### src/rtl/fdl_pkg.sv
`timescale 1ns / 1ps

package fdl_pkg;

  // Defaults for the top-level parameters
  localparam int STORE_DEPTH = 8192;
  localparam int FRAC_BITS   = 8;
  localparam int SAMPLE_BITS = 24;

  // Fixed field widths
  localparam int LEN_REG_W  = 14;
  localparam int DELAY_W    = 21;
  localparam int GAIN_W     = 16;
  localparam int GAIN_FRAC  = 14;
  localparam int CFG_DATA_W = 21;
  localparam int CFG_IDX_W  = 3;

  // Register indexes
  localparam logic [CFG_IDX_W-1:0] REG_LINE_LENGTH      = 3'd0;
  localparam logic [CFG_IDX_W-1:0] REG_DELAY_FROM_INPUT = 3'd1;
  localparam logic [CFG_IDX_W-1:0] REG_GAIN_FROM_INPUT  = 3'd2;
  localparam logic [CFG_IDX_W-1:0] REG_FIXED_DELAY      = 3'd3;
  localparam logic [CFG_IDX_W-1:0] REG_FIXED_GAIN       = 3'd4;

  // Register reset values
  localparam logic [LEN_REG_W-1:0] LINE_LENGTH_RST = 14'd4801;
  localparam logic [DELAY_W-1:0]   FIXED_DELAY_RST = 21'd1228800;
  localparam logic [GAIN_W-1:0]    FIXED_GAIN_RST  = 16'd1638;

  typedef struct packed {
    logic [LEN_REG_W-1:0] line_length;
    logic                 delay_from_input;
    logic                 gain_from_input;
    logic [DELAY_W-1:0]   fixed_delay;
    logic [GAIN_W-1:0]    fixed_gain;
  } cfg_t;

  // Controller to datapath
  typedef struct packed {
    logic clear;
    logic load;
    logic mod_init;
    logic mod_step;
    logic mod_fin;
    logic idx;
    logic rd1;
    logic rd2;
    logic mul1;
    logic interp;
    logic mul2;
    logic write;
    logic out_load;
  } cmd_t;

  // Datapath to controller
  typedef struct packed {
    logic clr_last;
    logic need_mod;
    logic mod_last;
  } sts_t;

endpackage

### src/rtl/fdl_ctrl.sv
`timescale 1ns / 1ps

module fdl_ctrl (
  input  logic          clk_i,
  input  logic          rst_ni,
  input  logic          in_valid_i,
  output logic          in_ready_o,
  output logic          out_valid_o,
  input  logic          out_ready_i,
  input  fdl_pkg::sts_t sts_i,
  output fdl_pkg::cmd_t cmd_o
);

  typedef enum logic [12:0] {
    ST_CLEAR  = 13'b0000000000001,
    ST_IDLE   = 13'b0000000000010,
    ST_PREP   = 13'b0000000000100,
    ST_MOD    = 13'b0000000001000,
    ST_MODFIN = 13'b0000000010000,
    ST_IDX    = 13'b0000000100000,
    ST_RD1    = 13'b0000001000000,
    ST_RD2    = 13'b0000010000000,
    ST_MUL1   = 13'b0000100000000,
    ST_INTERP = 13'b0001000000000,
    ST_MUL2   = 13'b0010000000000,
    ST_WRITE  = 13'b0100000000000,
    ST_FIN    = 13'b1000000000000
  } state_e;

  state_e state_q, state_d;
  logic   out_valid_q, out_valid_d;
  logic   out_free;

  assign out_free = !out_valid_q || out_ready_i;

  // Clear the store after reset, then sequence one word at a time through the datapath
  always_comb begin
    state_d = state_q;
    cmd_o   = '0;
    unique case (state_q)
      ST_CLEAR: begin
        cmd_o.clear = 1'b1;
        if (sts_i.clr_last) state_d = ST_IDLE;
      end
      ST_IDLE: begin
        if (in_valid_i) begin
          cmd_o.load = 1'b1;
          state_d    = ST_PREP;
        end
      end
      ST_PREP: begin
        cmd_o.mod_init = 1'b1;
        state_d        = sts_i.need_mod ? ST_MOD : ST_IDX;
      end
      ST_MOD: begin
        cmd_o.mod_step = 1'b1;
        if (sts_i.mod_last) state_d = ST_MODFIN;
      end
      ST_MODFIN: begin
        cmd_o.mod_fin = 1'b1;
        state_d       = ST_IDX;
      end
      ST_IDX: begin
        cmd_o.idx = 1'b1;
        state_d   = ST_RD1;
      end
      ST_RD1: begin
        cmd_o.rd1 = 1'b1;
        state_d   = ST_RD2;
      end
      ST_RD2: begin
        cmd_o.rd2 = 1'b1;
        state_d   = ST_MUL1;
      end
      ST_MUL1: begin
        cmd_o.mul1 = 1'b1;
        state_d    = ST_INTERP;
      end
      ST_INTERP: begin
        cmd_o.interp = 1'b1;
        state_d      = ST_MUL2;
      end
      ST_MUL2: begin
        cmd_o.mul2 = 1'b1;
        state_d    = ST_WRITE;
      end
      ST_WRITE: begin
        cmd_o.write = 1'b1;
        state_d     = ST_FIN;
      end
      ST_FIN: begin
        if (out_free) begin
          cmd_o.out_load = 1'b1;
          state_d        = ST_IDLE;
        end
      end
      default: state_d = ST_IDLE;
    endcase
  end

  // Hold the result word until the sink takes it
  always_comb begin
    out_valid_d = out_valid_q;
    if (out_valid_q && out_ready_i) out_valid_d = 1'b0;
    if (cmd_o.out_load) out_valid_d = 1'b1;
  end

  always_ff @(posedge clk_i or negedge rst_ni) begin
    if (!rst_ni) begin
      state_q     <= ST_CLEAR;
      out_valid_q <= 1'b0;
    end else begin
      state_q     <= state_d;
      out_valid_q <= out_valid_d;
    end
  end

  assign in_ready_o  = (state_q == ST_IDLE);
  assign out_valid_o = out_valid_q;

endmodule

### config.mk
export PLATFORM = sky130hd
export DESIGN_NAME = fdl_ctrl
export DESIGN_NICKNAME = d
export VERILOG_FILES = /design/src/rtl/fdl_pkg.sv /design/src/rtl/fdl_ctrl.sv
export SDC_FILE = /design/constraint.sdc
export NUM_CORES = 1
export LEC_CHECK = 0
export ABC_AREA = 1
export BUFFER_PORTS_ARGS = -buffer_cell sky130_fd_sc_hd__buf_4
export CAP_MARGIN = 20
export CORE_MARGIN = 3
export CORE_UTILIZATION = 55
export CTS_BUF_LIST = sky130_fd_sc_hd__clkbuf_4 sky130_fd_sc_hd__clkbuf_8 sky130_fd_sc_hd__clkbuf_16
export CTS_CLUSTER_DIAMETER = 60
export CTS_CLUSTER_SIZE = 30
export DETAILED_ROUTE_END_ITERATION = 16
export PLACE_DENSITY = 0.85
export SKIP_CTS_REPAIR_TIMING = 1
export SLEW_MARGIN = 25
export SYNTH_ARGS = -nofsm -noshare
export SYNTH_HDL_FRONTEND = slang
export SYNTH_SLANG_ARGS = --single-unit
### constraint.sdc
create_clock -name clk_i -period 3.15 [get_ports clk_i]
set_input_delay 0.315 -clock clk_i [delete_from_list [all_inputs] [get_ports clk_i]]
set_output_delay 0.315 -clock clk_i [all_outputs]
set_load 0.02 [all_outputs]
==> run metrics <==
die height 47.20 um; Tmin final 1.786 ns; starting density of the core 0.5987; core area 0.001559 mm2; Seq/Total Area, Yosys 0.3767; cell taking the most area after synthesis dfrtp_1; Req. time, crit path 2.83 ns; clock skew 0.0005792 ns; Avg Inst Size Synth 6.863 um2; DR vias/cell 4.842; Layout Nets 169; Post-DP Area 0.001104 mm2; Vias 857; post-detail-place hpwl 1492 um; NetSw 271.7 uW; Cells after Synth 136; Mapped Nets 143; CTS root buf clkbuf_4; Pleak 0.7901 nW; initial antenna violation count 0; CP Capture Type primary output; mapped cell area 933.4 um2; critical path type reg2out; Critical Path Start state_q[2]; crit path max-delay cell type dfrtp_1; Flop pwr share 0.346; DIE WIDTH 47.20 um; setup TNS 0 ns; CTS Buf Count 3; routability cong. 0.8961; Worst Path Buf+Inv 1; final hold vios 0; CP arrival 1.47 ns; total power per unit cell area 564.0 mW/mm2; status finished clean; Reg clk slew, reported paths 0.08 ns; DR pass1 iterations 4; Levels on crit path 6; Max-Cap Viols 0; Yosys top cell area share 0.3485; Post-DRT Antenna Nets 0; H-tree level count 1; Peak Freq 559.9 MHz; switch share 0.4212; CP peak stage delay 0.41 ns; num rows 14; Reg2Reg Depth 8; layout cells sized above 1 0.2671; Setup Viol. Count Final 0; Final Cell Area 0.001144 mm2; clock buffer depth 2; Synth area leaders dfrtp_1 35%, inv_1 13%, nand2_1 12%; Distinct cells, synth 20; capturing point of the worst reg2reg path state_q[1]; r2r setup slk 1.76 ns; Clock Latency Late Sink 0.28 ns; Max VDD drop 374.5 uV; die area 0.002227 mm2; Total GRT Usage 0.1989; CTS tree yes; yosys warns 0; Setup crit end cmd_o[0]; CP max FO 6; Cell Chain, Critical Path nor2_2, nand2_2, nor2_8, nand2_1, nor2_1, buf_4; total global routing overflow 0; CP delay by family, top simple AND/OR/NAND/NOR gates; hold crit path type in2reg; first-pass GRT wire length 3139 um; DRC viols 0; ANT cells 0; Slew HR 0.8487; IO Pins 22; drt total wl 1786 um; PortBufs 21; DRT iter0 DRCs 9; startpoint types flop; Worst-Margin Slew 0.2248 ns; Area Growth Syn to Fin 22.52%; largest net degree at the start of global routing 15; Tcrit/Tclk final 0.5669; RR Startpoint state_q[0]; vias in the first global route 782; max-slew violation count 0; clock sinks 14; Power Internal 373.3 uW; register bit total from synthesis 14; Logic pwr share 0.472; DR WL/cell 10.09 um; RSZ-0062 raised after global routing no; clock network fraction of total power 0.182
## synth_stat cells
master / count
inv_1: 33
nand2_1: 31
nor2_1: 27
dfrtp_1: 13
nand3_1: 7
nand2_2: 4
nor2_2: 3
nor2_4: 3
nor2_8: 2
nor3_1: 2
o21ai_0: 2
buf_4: 1
dfstp_2: 1
inv_2: 1
nand2_4: 1
nand3_2: 1
nand4_1: 1
nor3_2: 1
nor3b_2: 1
nor4_1: 1
## registers in the layout (all words and copies together), names as in the netlist
| signal | count |
|---|---|
| out_valid_o | 1 |
| state_q | 13 |
## final cells by class
class | count | area (um2)
Fill cell | 121 | 415.4
Timing Repair Buffer | 22 | 167.7
Tap cell | 16 | 20.02
Inverter | 34 | 127.6
Multi-Input combinational cell | 87 | 446.7
Clock buffer | 4 | 30.03
Sequential cell | 14 | 351.6
## power by group through the flow
stage          clock [mW]  combinational (mW)  sequential (mW)
2_1_floorplan           0               0.227            0.222
3_3_place_gp            0               0.296            0.224
3_5_place_dp            0               0.305            0.227
4_1_cts             0.118               0.307            0.223
5_1_grt             0.127               0.342            0.226
6_report            0.117               0.305            0.223
## cell usage in the layout, fill, tap and decap left out, drive strengths merged
cell,instances
nor3b,1
dlygate4sd3,1
nor4,1
dfstp,1
o21ai,2
buf,21
dfrtp,13
clkbuf,4
nand2,36
nand4,1
nand3,8
nor3,3
inv,34
nor2,35
## worst reg2reg max path: stages, from the launching register on
cell	delay, ns
dfstp_2	0.56
nor2_2	0.05
nand2_2	0.16
nor2_1	0.07
nand2_1	0.10
nand2_1	0.06
nor2_1	0.14
nand4_1	0.11
nand2_1	0.07
## logic make-up after synthesis
kind of cell	after synthesis	share of synthesized area
AOI/OAI and AO/OA	2	0.01072
buffers and inverters	35	0.1448
DFF	14	0.3767
and+or+nand+nor	85	0.4678
## worst min path at each step
stage,startpoint,end,slack (ns),depth (start not counted)
2_1_floorplan,rst_ni,out_valid_o,0.02,0
3_3_place_gp,rst_ni,state_q[5],0.17,1
3_5_place_dp,rst_ni,state_q[3],0.18,1
4_1_cts,rst_ni,state_q[8],-0.13,1
5_1_grt,out_ready_i,out_valid_o,0.23,2
6_report,out_ready_i,out_valid_o,0.21,2
## through the flow
step	hold WS (ns)	setup WS [ns]	power, mW	instances	util
floorplan	0.01941	1.449	0.4496	136	-
global placement	0.1714	1.699	0.5200	172	0.7079
detailed placement	0.1756	1.674	0.5320	172	0.7079
CTS	-0.1316	1.357	0.6475	176	0.7271
global route	0.2280	1.237	0.6954	177	0.7335
finish	0.2092	1.364	0.6450	177	0.7335
## routing by layer
| layer | vias up | global-route usage | share of wire |
|---|---|---|---|
| li1 | 447 | - | - |
| met1 | 386 | 0.2552 | 0.46 |
| met2 | 19 | 0.3225 | 0.48 |
| met3 | 5 | 0.03831 | 0.035 |
| met4 | 0 | 0.08840 | 0.021 |
| met5 | - | 0 | 0 |
Note: power is estimated with default switching activity, not from simulation.
